[src/rtl/tafs_pkg.sv]
// Shared types and constants for the tilt accent F0 synthesis unit.
// No dependencies; every other file in rtl/ imports this package.
`default_nettype none

package tafs_pkg;

	// Operation codes carried in a request
	localparam logic OP_BASE   = 1'b0;
	localparam logic OP_ACCENT = 1'b1;

	// Configuration port
	localparam int CFG_IDX_W  = 2;
	localparam int CFG_DATA_W = 16;
	localparam logic [CFG_IDX_W-1:0] CFG_FRAME_STEP   = 2'd0;
	localparam logic [CFG_IDX_W-1:0] CFG_TRACK_LENGTH = 2'd1;
	localparam logic [15:0] FRAME_STEP_RST   = 16'd50;
	localparam logic [10:0] TRACK_LENGTH_RST = 11'd1024;

	// Datapath widths
	localparam int DIV_DVD_W = 48;
	localparam int DIV_DSR_W = 32;
	localparam int TERM_W    = 41;
	localparam int SUM_W     = 45;

	// log2(e) in Q30
	localparam logic [31:0] LOG2E_Q30 = 32'd1549082005;

	typedef struct packed {
		logic               operation;
		logic [9:0]         frame_index;
		logic signed [31:0] base_value;
		logic [23:0]        start_time;
		logic signed [31:0] peak_level;
		logic signed [31:0] accent_amplitude;
		logic [15:0]        accent_duration;
		logic signed [15:0] tilt_shape;
	} tafs_req_t;

	typedef struct packed {
		logic [9:0]         out_frame;
		logic signed [31:0] f0_value;
		logic               last;
		logic               truncated;
	} tafs_res_t;

	// 2^(2^-(idx+1)) in Q30, one entry per fraction bit
	function automatic logic [30:0] pow2_frac(input logic [3:0] idx);
		logic [30:0] v;
		case (idx)
			4'd0:    v = 31'd1518500250;
			4'd1:    v = 31'd1276901417;
			4'd2:    v = 31'd1170923762;
			4'd3:    v = 31'd1121280439;
			4'd4:    v = 31'd1097253708;
			4'd5:    v = 31'd1085434104;
			4'd6:    v = 31'd1079572136;
			4'd7:    v = 31'd1076653033;
			4'd8:    v = 31'd1075196443;
			4'd9:    v = 31'd1074468888;
			4'd10:   v = 31'd1074105294;
			4'd11:   v = 31'd1073923544;
			4'd12:   v = 31'd1073832680;
			4'd13:   v = 31'd1073787251;
			4'd14:   v = 31'd1073764537;
			default: v = 31'd1073753181;
		endcase
		return v;
	endfunction

endpackage

`default_nettype wire

[src/rtl/tafs_div.sv]
// Restoring divider, one quotient bit per cycle.
// Depends on tafs_pkg for operand widths.
`default_nettype none

module tafs_div import tafs_pkg::*; (
	input  logic                 clk,
	input  logic                 arst_n,
	input  logic                 start,
	input  logic [DIV_DVD_W-1:0] dividend,
	input  logic [DIV_DSR_W-1:0] divisor,
	output logic                 done,
	output logic [DIV_DVD_W-1:0] quotient,
	output logic [DIV_DSR_W-1:0] remainder
);

	localparam int CNT_W = $clog2(DIV_DVD_W);

	logic                 run_q;
	logic                 done_q;
	logic [CNT_W-1:0]     cnt_q;
	logic [DIV_DVD_W-1:0] dvd_q;
	logic [DIV_DSR_W-1:0] dsr_q;
	logic [DIV_DSR_W-1:0] rem_q;
	logic [DIV_DSR_W:0]   rem_sh_w;
	logic                 fits_w;

	// shift in the next dividend bit and trial subtract
	assign rem_sh_w = {rem_q, dvd_q[DIV_DVD_W-1]};
	assign fits_w   = rem_sh_w >= {1'b0, dsr_q};

	// sequence control
	always_ff @(posedge clk or negedge arst_n) begin
		if (!arst_n) begin
			run_q  <= 1'b0;
			done_q <= 1'b0;
			cnt_q  <= '0;
		end else begin
			done_q <= 1'b0;
			if (start) begin
				run_q <= 1'b1;
				cnt_q <= '0;
			end else if (run_q) begin
				cnt_q <= cnt_q + 1'b1;
				if (cnt_q == CNT_W'(DIV_DVD_W - 1)) begin
					run_q  <= 1'b0;
					done_q <= 1'b1;
				end
			end
		end
	end

	// datapath: quotient bits replace dividend bits from the bottom
	always_ff @(posedge clk) begin
		if (start) begin
			dvd_q <= dividend;
			dsr_q <= divisor;
			rem_q <= '0;
		end else if (run_q) begin
			dvd_q <= {dvd_q[DIV_DVD_W-2:0], fits_w};
			rem_q <= fits_w ? DIV_DSR_W'(rem_sh_w - {1'b0, dsr_q}) : DIV_DSR_W'(rem_sh_w);
		end
	end

	assign done      = done_q;
	assign quotient  = dvd_q;
	assign remainder = rem_q;

endmodule

`default_nettype wire

[config.mk]
export PLATFORM = sky130hd
export DESIGN_NAME = tafs_div
export DESIGN_NICKNAME = d
export VERILOG_FILES = /design/src/rtl/tafs_pkg.sv /design/src/rtl/tafs_div.sv
export SDC_FILE = /design/constraint.sdc
export NUM_CORES = 1
export LEC_CHECK = 0
export ABC_AREA = 1
export BUFFER_PORTS_ARGS = -buffer_cell sky130_fd_sc_hd__buf_2
export CAP_MARGIN = 20
export CORE_ASPECT_RATIO = 1.2
export CORE_MARGIN = 8
export CORE_UTILIZATION = 57
export CTS_BUF_LIST = sky130_fd_sc_hd__clkbuf_8
export CTS_CLUSTER_SIZE = 25
export DETAILED_ROUTE_END_ITERATION = 8
export MAX_ROUTING_LAYER = met4
export PLACE_DENSITY = 0.83
export SLEW_MARGIN = 5
export SYNTH_ARGS = -nofsm -noshare
export SYNTH_HDL_FRONTEND = slang
export SYNTH_SLANG_ARGS = --single-unit
[constraint.sdc]
create_clock -name clk -period 3.3 [get_ports clk]
set_input_delay 0.33 -clock clk [delete_from_list [all_inputs] [get_ports clk]]
set_output_delay 0.33 -clock clk [all_outputs]
set_load 0.02 [all_outputs]
==> results.toml <==
[global_route]
grt_pass1_vias = 7210
grt_pass1_wl_mm = 34.2
grt_max_degree = 60
grt_overflow = 0
grtUsageTotal = 0.261
antenna_found_initial = 0

[clocking]
clock_latency_ps = 460
ctsHtreeMaxLevel = 4
clkSinkCount = 120
path_clk_slew_ps = 80
numCtsBuffers = 17
cts_tree = "built"
cts.path.max_buffers = 2
clock-root-buffer = "clkbuf_8"

[setup_path]
required_ps = 3690
setup.worst_path.class = "flop to flop"
cp.buffers_inverters = 2
critical_path.cell_chain = "ha_1 -> nand2_1 -> inv_1 -> nand2_1 -> inv_1 -> a21oi_1 -> nand2_1 -> nor2_4 -> nand2_4 -> nand2_1 -> nand3_1 -> o21ai_1"
critPathLaunchType = "flop"
end_kind = "flop"
crit_slowest_cell = "ha_1"
crit_top_cell = "nand2_1"
critPathTopFamily = "simple AND/OR/NAND/NOR gates"
cp_max_fo = 32
slowest_delay_ps = 410
cp.arrival_ps = 2870

[die]
row_count = 46
core_area_mm2 = 0.0131
io_pins = 164
dieArea_mm2 = 0.0172
die_h_um = 142
start_util = 0.577
die_width_um = 121

[power_and_ir_drop]
powerDensity_mw_per_mm2 = 694
combPwrFrac = 0.466
intPower_mw = 3.44
p_clk_frac = 0.205
power.net_switching_mw = 2.71
switching_share = 0.440
power_frac_seq = 0.329
power.leakage_nw = 4.99
peakVddDrop_mv = 0.362

[detailed_routing]
drc = 0
avgRoutedWirePerCell_um = 14.8
drtIter0Drc = 519
antenna_left = 0
vias_per_cell = 5.00
wl_mm = 20.9
vias = 7051
first_pass_iters = 5

[sta]
fmaxAchievable_ghz = 0.403
skew_ps = 11.4
post-route-period-util = 0.752
slew_violations = 0
period_needed_ps = 2480
hold_viol = 0
worstMarginPinSlew_ps = 1040
tns_ps = 0
slew_headroom = 0.305
setup_violations = 0
grt_setup_unrepaired = "no"
fin_ws_ps = 820

[cells_and_area]
diodes = 0
syn_to_final_growth_pct = 17.4
stdcell_count = 1411
layout-drive-gt1-share = 0.178
layout.nets = 1347

[yosys]
seq_area_frac_synth = 0.430
synth_commonest_cells = "nand2_1 (461), inv_1 (184), nand3_1 (82)"
synth.most_common_cell = "nand2_1"
yosysTopAreaCellShare = 0.318
avgSynthCellArea_um2 = 7.08
yosys.area.top_type = "edfxtp_1"
synth_edf_count = 80
synth_flop_cell = "edfxtp_1"
synth.area.top_cells = "edfxtp_1 (32%), nand2_1 (23%), inv_1 (9.2%)"
synthCells = 1066
synth_cell_types = 34
syn_nets = 1183
ys_ff_latch = 120
yosys_warnings = 0
synth.cell_area_mm2 = 0.00754
ys_async_sr_fraction = 0.0667

[placed_design]
dp_hpwl_mm = 16.1
place_ws_ps = 837
dp.cells = 1378
routabilityCongestion = 0.958
io_buffer_count = 163

[status]
outcome = "finished, final reports clean"

[run]
drv_cap = 0

[min_path]
holdCritPathClass = "input pin to flop"
## registers in the layout, summed over array words and instances, names as in the netlist
register / flops
dsr_q: 32
cnt_q: 6
run_q: 1
quotient: 48
remainder: 32
done: 1
## cells in the final DEF, fill, tap and decap left out, types with 2 or more instances in the layout
| master | instances |
|---|---|
| nand2_1 | 461 |
| inv_1 | 184 |
| buf_2 | 163 |
| nand3_1 | 82 |
| edfxtp_1 | 80 |
| nor2_1 | 45 |
| ha_1 | 33 |
| dfxtp_1 | 32 |
| a21oi_1 | 22 |
| clkbuf_8 | 17 |
| nand3b_1 | 14 |
| xnor2_1 | 13 |
| o21ai_1 | 10 |
| nand4_1 | 8 |
| o21ai_0 | 8 |
| dfrtp_1 | 8 |
| nor2_2 | 7 |
| buf_4 | 7 |
| nand2_2 | 6 |
| nor3_1 | 5 |
| inv_6 | 5 |
| inv_2 | 4 |
| and2_1 | 4 |
| o21bai_1 | 3 |
| clkinv_2 | 3 |
| nor2_4 | 2 |
| o21a_1 | 2 |
| clkinv_1 | 2 |
| clkinv_4 | 2 |
## per-layer routing
metal  vias to the layer above  routed length, um  track usage
met1                      3141               8690        0.292
met4                         0                767        0.134
li1                       3627                  -            -
met3                        52               1420       0.0627
met5                         -                  0            -
met2                       231              10100        0.425
## worst paths after layout
path	startpoint	endpoint	slack, ps	cells after the start
setup / recovery	remainder[29]$_SDFFE_PP0P_	remainder[5]$_SDFFE_PP0P_	820	12
min in group asynchronous	arst_n	done$_DFF_PN0_	230	2
setup reg to reg	remainder[29]$_SDFFE_PP0P_	remainder[5]$_SDFFE_PP0P_	820	12
hold / removal	divisor[24]	dsr_q[24]$_DFFE_PP_	40	1
max in group asynchronous	arst_n	cnt_q[5]$_DFFE_PN0P_	2890	2
hold reg to reg	remainder[22]$_SDFFE_PP0P_	remainder[22]$_SDFFE_PP0P_	490	2
## cell families after synthesis
kind of cell,synth area share
simple gates,0.350
buf+inv,0.111
flops,0.430
compound gates,0.0347
fa+ha+maj,0.0574
xor+xnor,0.0163
## timing repair
| item | CTS | global route |
|---|---|---|
| hold buffers | 1 | 0 |
| endpoints found under the setup margin | 0 | 0 |
| buffers inserted | 0 | 0 |
| endpoints found under the hold margin | 8 | 0 |
| gates resized for setup | 0 | 0 |
## power groups by stage
stage | combinational, mW | sequential (mW) | clock [mW]
global route | 3.22 | 2.06 | 1.35
detailed placement | 2.85 | 2.05 | 0
CTS | 2.86 | 2.02 | 1.28
global placement | 2.81 | 2.04 | 0
floorplan | 1.90 | 2.25 | 0
finish | 2.86 | 2.02 | 1.26
## worst register-to-register path, delay by kind of cell, from the launching register on
kind                       cells  cell delay [ps]
and+or+nand+nor                7             1250
adders and majority gates      1              410
DFF                            1              360
AOI/OAI and AO/OA              2              270
buffers and inverters          2              110
## layout make-up
type | count | area, um^2
sequential | 120 | 3240
timing repair buffer | 171 | 878
fill | 1105 | 4210
clock inverter | 15 | 125
multi-input combinational | 733 | 3460
clock buffer | 17 | 234
tap | 168 | 210
inverter | 187 | 702
## through the flow
stage | instance area [um^2] | hold slack [ps] | power [mW] | utilization
after global routing | 8860 | 20.3 | 6.63 | 0.678
after detailed placement | 8490 | 181 | 4.90 | 0.650
final | 8860 | 39.6 | 6.15 | 0.678
after CTS | 8860 | 15.2 | 6.17 | 0.678
after global placement | 8490 | 182 | 4.85 | 0.650
after floorplan | 7540 | 34.4 | 4.15 | -
Note: power is estimated with default switching activity, not from simulation.
