`src/rtl/tafs_pkg.sv`:
```
// Shared types and constants for the tilt accent F0 synthesis unit.
// No dependencies; every other file in rtl/ imports this package.
`default_nettype none

package tafs_pkg;

	// Operation codes carried in a request
	localparam logic OP_BASE   = 1'b0;
	localparam logic OP_ACCENT = 1'b1;

	// Configuration port
	localparam int CFG_IDX_W  = 2;
	localparam int CFG_DATA_W = 16;
	localparam logic [CFG_IDX_W-1:0] CFG_FRAME_STEP   = 2'd0;
	localparam logic [CFG_IDX_W-1:0] CFG_TRACK_LENGTH = 2'd1;
	localparam logic [15:0] FRAME_STEP_RST   = 16'd50;
	localparam logic [10:0] TRACK_LENGTH_RST = 11'd1024;

	// Datapath widths
	localparam int DIV_DVD_W = 48;
	localparam int DIV_DSR_W = 32;
	localparam int TERM_W    = 41;
	localparam int SUM_W     = 45;

	// log2(e) in Q30
	localparam logic [31:0] LOG2E_Q30 = 32'd1549082005;

	typedef struct packed {
		logic               operation;
		logic [9:0]         frame_index;
		logic signed [31:0] base_value;
		logic [23:0]        start_time;
		logic signed [31:0] peak_level;
		logic signed [31:0] accent_amplitude;
		logic [15:0]        accent_duration;
		logic signed [15:0] tilt_shape;
	} tafs_req_t;

	typedef struct packed {
		logic [9:0]         out_frame;
		logic signed [31:0] f0_value;
		logic               last;
		logic               truncated;
	} tafs_res_t;

	// 2^(2^-(idx+1)) in Q30, one entry per fraction bit
	function automatic logic [30:0] pow2_frac(input logic [3:0] idx);
		logic [30:0] v;
		case (idx)
			4'd0:    v = 31'd1518500250;
			4'd1:    v = 31'd1276901417;
			4'd2:    v = 31'd1170923762;
			4'd3:    v = 31'd1121280439;
			4'd4:    v = 31'd1097253708;
			4'd5:    v = 31'd1085434104;
			4'd6:    v = 31'd1079572136;
			4'd7:    v = 31'd1076653033;
			4'd8:    v = 31'd1075196443;
			4'd9:    v = 31'd1074468888;
			4'd10:   v = 31'd1074105294;
			4'd11:   v = 31'd1073923544;
			4'd12:   v = 31'd1073832680;
			4'd13:   v = 31'd1073787251;
			4'd14:   v = 31'd1073764537;
			default: v = 31'd1073753181;
		endcase
		return v;
	endfunction

endpackage

`default_nettype wire

```
`src/rtl/tafs_exp.sv`:
```
// Fixed-point exp of a Q16.16 value, saturating, by base-2 decomposition.
// One table product per cycle; depends on tafs_pkg for the table and widths.
`default_nettype none

module tafs_exp import tafs_pkg::*; (
	input  logic                    clk,
	input  logic                    arst_n,
	input  logic                    start,
	input  logic signed [SUM_W-1:0] x,
	output logic                    done,
	output logic [31:0]             value
);

	localparam logic [1:0] EX_IDLE = 2'd0;
	localparam logic [1:0] EX_MUL  = 2'd1;
	localparam logic [1:0] EX_ITER = 2'd2;
	localparam logic [1:0] EX_FIN  = 2'd3;

	localparam logic signed [SUM_W-1:0] X_LIM = SUM_W'(1048576);

	logic [1:0]         st_q;
	logic [3:0]         bit_q;
	logic               done_q;
	logic signed [21:0] xc_q;
	logic signed [53:0] prod_q;
	logic [31:0]        m_q;
	logic [31:0]        val_q;
	logic signed [21:0] xc_w;
	logic signed [23:0] y_w;
	logic signed [7:0]  n_w;
	logic [15:0]        f_w;
	logic [31:0]        res_w;
	logic [63:0]        mp_w;

	// clamp to +-16.0
	always_comb begin
		if (x > X_LIM) begin
			xc_w = 22'sd1048576;
		end else if (x < -X_LIM) begin
			xc_w = -22'sd1048576;
		end else begin
			xc_w = x[21:0];
		end
	end

	assign y_w  = 24'(prod_q >>> 30);
	assign n_w  = y_w[23:16];
	assign f_w  = y_w[15:0];
	assign mp_w = 64'(m_q) * 64'(pow2_frac(bit_q));

	// scale by 2^(n-14) with round half up
	always_comb begin
		logic signed [7:0] sh;
		logic [5:0]        k;
		logic [39:0]       r;
		sh    = n_w - 8'sd14;
		k     = 6'(-sh);
		r     = 40'(m_q);
		res_w = 32'h7FFF_FFFF;
		if (sh <= 8'sd0) begin
			if (sh != 8'sd0) begin
				r = (40'(m_q) + (40'd1 << (k - 6'd1))) >> k;
			end
			res_w = (r > 40'h7FFF_FFFF) ? 32'h7FFF_FFFF : r[31:0];
		end
	end

	// sequence control
	always_ff @(posedge clk or negedge arst_n) begin
		if (!arst_n) begin
			st_q   <= EX_IDLE;
			bit_q  <= '0;
			done_q <= 1'b0;
		end else begin
			done_q <= 1'b0;
			case (st_q)
				EX_IDLE: begin
					if (start) begin
						st_q <= EX_MUL;
					end
				end
				EX_MUL: begin
					bit_q <= '0;
					st_q  <= EX_ITER;
				end
				EX_ITER: begin
					bit_q <= bit_q + 1'b1;
					if (bit_q == 4'd15) begin
						st_q <= EX_FIN;
					end
				end
				EX_FIN: begin
					done_q <= 1'b1;
					st_q   <= EX_IDLE;
				end
				default: st_q <= EX_IDLE;
			endcase
		end
	end

	// datapath
	always_ff @(posedge clk) begin
		if (st_q == EX_IDLE && start) begin
			xc_q <= xc_w;
		end
		if (st_q == EX_MUL) begin
			prod_q <= 54'(xc_q) * $signed(54'(LOG2E_Q30));
			m_q    <= 32'h4000_0000;
		end
		if (st_q == EX_ITER && f_w[4'd15 - bit_q]) begin
			m_q <= 32'(mp_w >> 30);
		end
		if (st_q == EX_FIN) begin
			val_q <= res_w;
		end
	end

	assign done  = done_q;
	assign value = val_q;

endmodule

`default_nettype wire

```
`config.mk`:
```
export PLATFORM = sky130hd
export DESIGN_NAME = tafs_exp
export DESIGN_NICKNAME = d
export VERILOG_FILES = /design/src/rtl/tafs_pkg.sv /design/src/rtl/tafs_exp.sv
export SDC_FILE = /design/constraint.sdc
export NUM_CORES = 2
export LEC_CHECK = 0
export ABC_CLOCK_PERIOD_IN_PS = 14100
export BUFFER_PORTS_ARGS = -buffer_cell sky130_fd_sc_hd__buf_4
export CAP_MARGIN = 30
export CORE_MARGIN = 2
export CORE_UTILIZATION = 60
export CTS_BUF_LIST = sky130_fd_sc_hd__clkbuf_4 sky130_fd_sc_hd__clkbuf_8
export DETAILED_ROUTE_END_ITERATION = 8
export HOLD_SLACK_MARGIN = 0.05
export PLACE_DENSITY = 0.85
export SETUP_SLACK_MARGIN = 0.15
export SLEW_MARGIN = 20
export SYNTH_ARGS = -nofsm -noshare
export SYNTH_HDL_FRONTEND = slang
export SYNTH_SLANG_ARGS = --single-unit
```
`constraint.sdc`:
```
create_clock -name clk -period 14.1 [get_ports clk]
set_input_delay 1.41 -clock clk [delete_from_list [all_inputs] [get_ports clk]]
set_output_delay 1.41 -clock clk [all_outputs]
set_load 0.1 [all_outputs]
```
==> run_summary.xml <==
<?xml version="1.0" encoding="UTF-8"?>
<metrics>
  <group name="status">
    <metric name="outcome" unit="">finished clean</metric>
  </group>
  <group name="grt">
    <metric name="grt_overflow_total" unit="">0</metric>
    <metric name="global_route.usage.total" unit="">0.334</metric>
    <metric name="first_global_vias" unit="">42200</metric>
    <metric name="grt_start_max_net_pins" unit="">61</metric>
    <metric name="grt_first_pass_wirelength" unit="mm">223</metric>
    <metric name="antenna_found_initial" unit="">4</metric>
  </group>
  <group name="drt">
    <metric name="final_wl" unit="mm">138</metric>
    <metric name="detailroute.via_count" unit="">38800</metric>
    <metric name="post-route-drc-count" unit="">0</metric>
    <metric name="final_antenna_net_count" unit="">0</metric>
    <metric name="route.detailed.wl_per_inst" unit="um">21.4</metric>
    <metric name="via_per_inst" unit="">5.98</metric>
    <metric name="first_pass_iters" unit="">7</metric>
    <metric name="dr.first_iter.drc_count" unit="">3849</metric>
  </group>
  <group name="die">
    <metric name="start_util" unit="">0.605</metric>
    <metric name="core_region_area" unit="sq um">83600</metric>
    <metric name="chipWidth" unit="um">294</metric>
    <metric name="fp.dieArea" unit="sq um">86600</metric>
    <metric name="placement_rows" unit="">106</metric>
    <metric name="die_h" unit="um">294</metric>
    <metric name="floorplan.io_pins" unit="">81</metric>
  </group>
  <group name="synthesis">
    <metric name="synth_nets" unit="">7188</metric>
    <metric name="netlist_area" unit="sq um">50600</metric>
    <metric name="yosys_register_bits" unit="">117</metric>
    <metric name="synth_enable_flop_cells" unit="">110</metric>
    <metric name="synth.avg_cell_area" unit="sq um">9.25</metric>
    <metric name="synth_flop_cell" unit="">edfxtp_1</metric>
    <metric name="ys_seq_area_frac" unit="">0.0688</metric>
    <metric name="synth_async_sr_flop_share" unit="">0.0598</metric>
    <metric name="synth.top_cells.by_area" unit="">fa_1 (43%), ha_1 (15%), inv_1 (9.0%)</metric>
    <metric name="ys_warn_count" unit="">0</metric>
    <metric name="yosysUniqueCellTypes" unit="">86</metric>
    <metric name="syn_inst" unit="">5464</metric>
    <metric name="synth.top_cell.area_share" unit="">0.426</metric>
    <metric name="netlist.top_cell.by_area" unit="">fa_1</metric>
  </group>
  <group name="clocking">
    <metric name="clk_transition_reported_paths" unit="ps">80</metric>
    <metric name="clk_root_buffer_cell" unit="">clkbuf_8</metric>
    <metric name="tritoncts_clock_tree" unit="">yes</metric>
    <metric name="max-clock-path-buffers" unit="">2</metric>
    <metric name="cts_made_buffers" unit="">17</metric>
    <metric name="post_cts_resize_count" unit="">0</metric>
    <metric name="insertion_delay" unit="ps">580</metric>
    <metric name="ctsHoldBuffers" unit="">0</metric>
    <metric name="postCtsSetupBuffers" unit="">0</metric>
    <metric name="htree_num_levels" unit="">4</metric>
    <metric name="clock_sinks" unit="">117</metric>
  </group>
  <group name="worst_hold_path">
    <metric name="worstHoldEndpoint" unit="">st_q[0]</metric>
    <metric name="holdPathStages" unit="">1</metric>
    <metric name="worstHoldPathType" unit="">flip-flop to flip-flop</metric>
    <metric name="min_from" unit="">st_q[0]</metric>
  </group>
  <group name="finish">
    <metric name="post_route_cells_drive_above_1_share" unit="">0.0502</metric>
    <metric name="nets" unit="">7105</metric>
    <metric name="mostFrequentLayoutCells" unit="">inv_1 (1216), fa_1 (1076), nand2_1 (685)</metric>
    <metric name="layout-area-overhead-vs-synth" unit="%">4.24</metric>
    <metric name="final_common_cell" unit="">inv_1</metric>
  </group>
  <group name="timing">
    <metric name="report.final.hold_viol_count" unit="">0</metric>
    <metric name="relSlewSlack" unit="">0.280</metric>
    <metric name="timing_worst_slew_pin_value" unit="ps">1050</metric>
    <metric name="final_min_period_over_clock_period" unit="">0.776</metric>
    <metric name="setup_tns" unit="ps">0</metric>
    <metric name="achievable-frequency" unit="MHz">91.4</metric>
    <metric name="setup_viol" unit="">0</metric>
    <metric name="maxSlewViolCount" unit="">0</metric>
    <metric name="final.setup_skew" unit="ps">38.7</metric>
    <metric name="finalCriticalPeriod" unit="ps">10940</metric>
    <metric name="grt_setup_unrepaired" unit="">no</metric>
  </group>
  <group name="critical_path">
    <metric name="critPathMostFrequentCell" unit="">fa_1</metric>
    <metric name="worst-r2r-cell-count" unit="">32</metric>
    <metric name="r2r_slack" unit="ps">3160</metric>
    <metric name="critPathMaxFanout" unit="">33</metric>
    <metric name="slowest_delay" unit="ps">710</metric>
    <metric name="timing.critical_path.required" unit="ps">14410</metric>
    <metric name="worst_ep_arrival_time" unit="ps">11250</metric>
    <metric name="crit_type" unit="">flip-flop to flip-flop</metric>
    <metric name="worst_reg2reg_endpoint" unit="">m_q[30]</metric>
    <metric name="critPathCaptureType" unit="">flip-flop</metric>
    <metric name="crit_path_start" unit="">bit_q[2]</metric>
    <metric name="critPathSlowestCell" unit="">dfrtp_1</metric>
    <metric name="crit_path_start_kind" unit="">flip-flop</metric>
    <metric name="rr_startpoint" unit="">bit_q[2]</metric>
  </group>
  <group name="place">
    <metric name="hpwlAfterDp" unit="mm">107</metric>
    <metric name="placement.io_buffers" unit="">80</metric>
    <metric name="globalplace.congestion" unit="">0.960</metric>
  </group>
  <group name="job">
    <metric name="cap_violations" unit="">0</metric>
  </group>
</metrics>
==> flip-flops by register name, summed over array words and instances (netlist names) <==
register,count
bit_q,4
done,1
m_q,32
prod_q,24
st_q,2
value,32
xc_q,22
==> cell type report <==
cell class / instances / area (sq um)
Clock inverter: 15 / 180
Multi-Input combinational cell: 3864 / 41600
Inverter: 1218 / 4570
Clock buffer: 17 / 234
Antenna cell: 4 / 10.0
Fill cell: 6455 / 30800
Sequential cell: 117 / 3480
Timing Repair Buffer: 163 / 1240
Tap cell: 1080 / 1350
==> synth_stat cells, drive strengths merged (40+ instances only) <==
cell and number:
inv 1216, fa 1076, nand2 685, ha 600
and2 439, clkbuf 237, nor2 155, a21oi 135
edfxtp 110, o21ai 88, xnor2 63, a21o 61
mux2i 50, nand3 50, xor2 40
==> routing by layer <==
layer,routed length [um],part of all wire,vias up,track usage
met4,8140,0.059,6,0.175
met2,64800,0.47,2280,0.537
li1,-,-,16600,-
met3,14900,0.11,619,0.0811
met5,39,0.00028,-,0
met1,50500,0.36,19300,0.418
==> worst max path at each step <==
stage	end	depth (start not counted)	slack (ps)
6_report	m_q[30]	32	3160
2_1_floorplan	m_q[30]	32	5240
5_1_grt	m_q[30]	32	2600
4_1_cts	m_q[30]	29	3340
3_5_place_dp	m_q[30]	29	3380
3_3_place_gp	m_q[30]	32	3940
==> metrics by stage <==
stage,area [sq um],setup slack (ps),instances,hold WS (ps),utilization
final,52700,3160,6478,599,0.631
after global routing,52700,2600,6475,605,0.631
after CTS,52700,3340,6472,602,0.630
after detailed placement,52300,3380,6440,580,0.625
after global placement,52200,3940,6438,562,0.625
after floorplan,50600,5240,5464,528,-
==> worst max-delay path: cells and delay by family, from the launching register on <==
family	cells	cell delay, ps
compound gates	12	3330
buf+inv	6	1410
fa+ha+maj	9	4200
simple gates	4	820
mux	1	130
flops	1	710
==> kinds of logic (layout without fill, tap and decap cells) <==
logic type      after synthesis  in the layout  synth area share
compound gates              504            504            0.0666
xor+xnor                    103            103            0.0187
fa+ha+maj                  1676           1676             0.575
buf+inv                    1483           1413             0.110
flops                       117            117            0.0688
mux                          70             70            0.0161
other cells                   1              5         0.0000742
simple gates               1510           1510             0.145
Power is left out: the tool's default activity adds up to more than one toggle a clock period on the data nets, which glitch-free logic cannot reach.
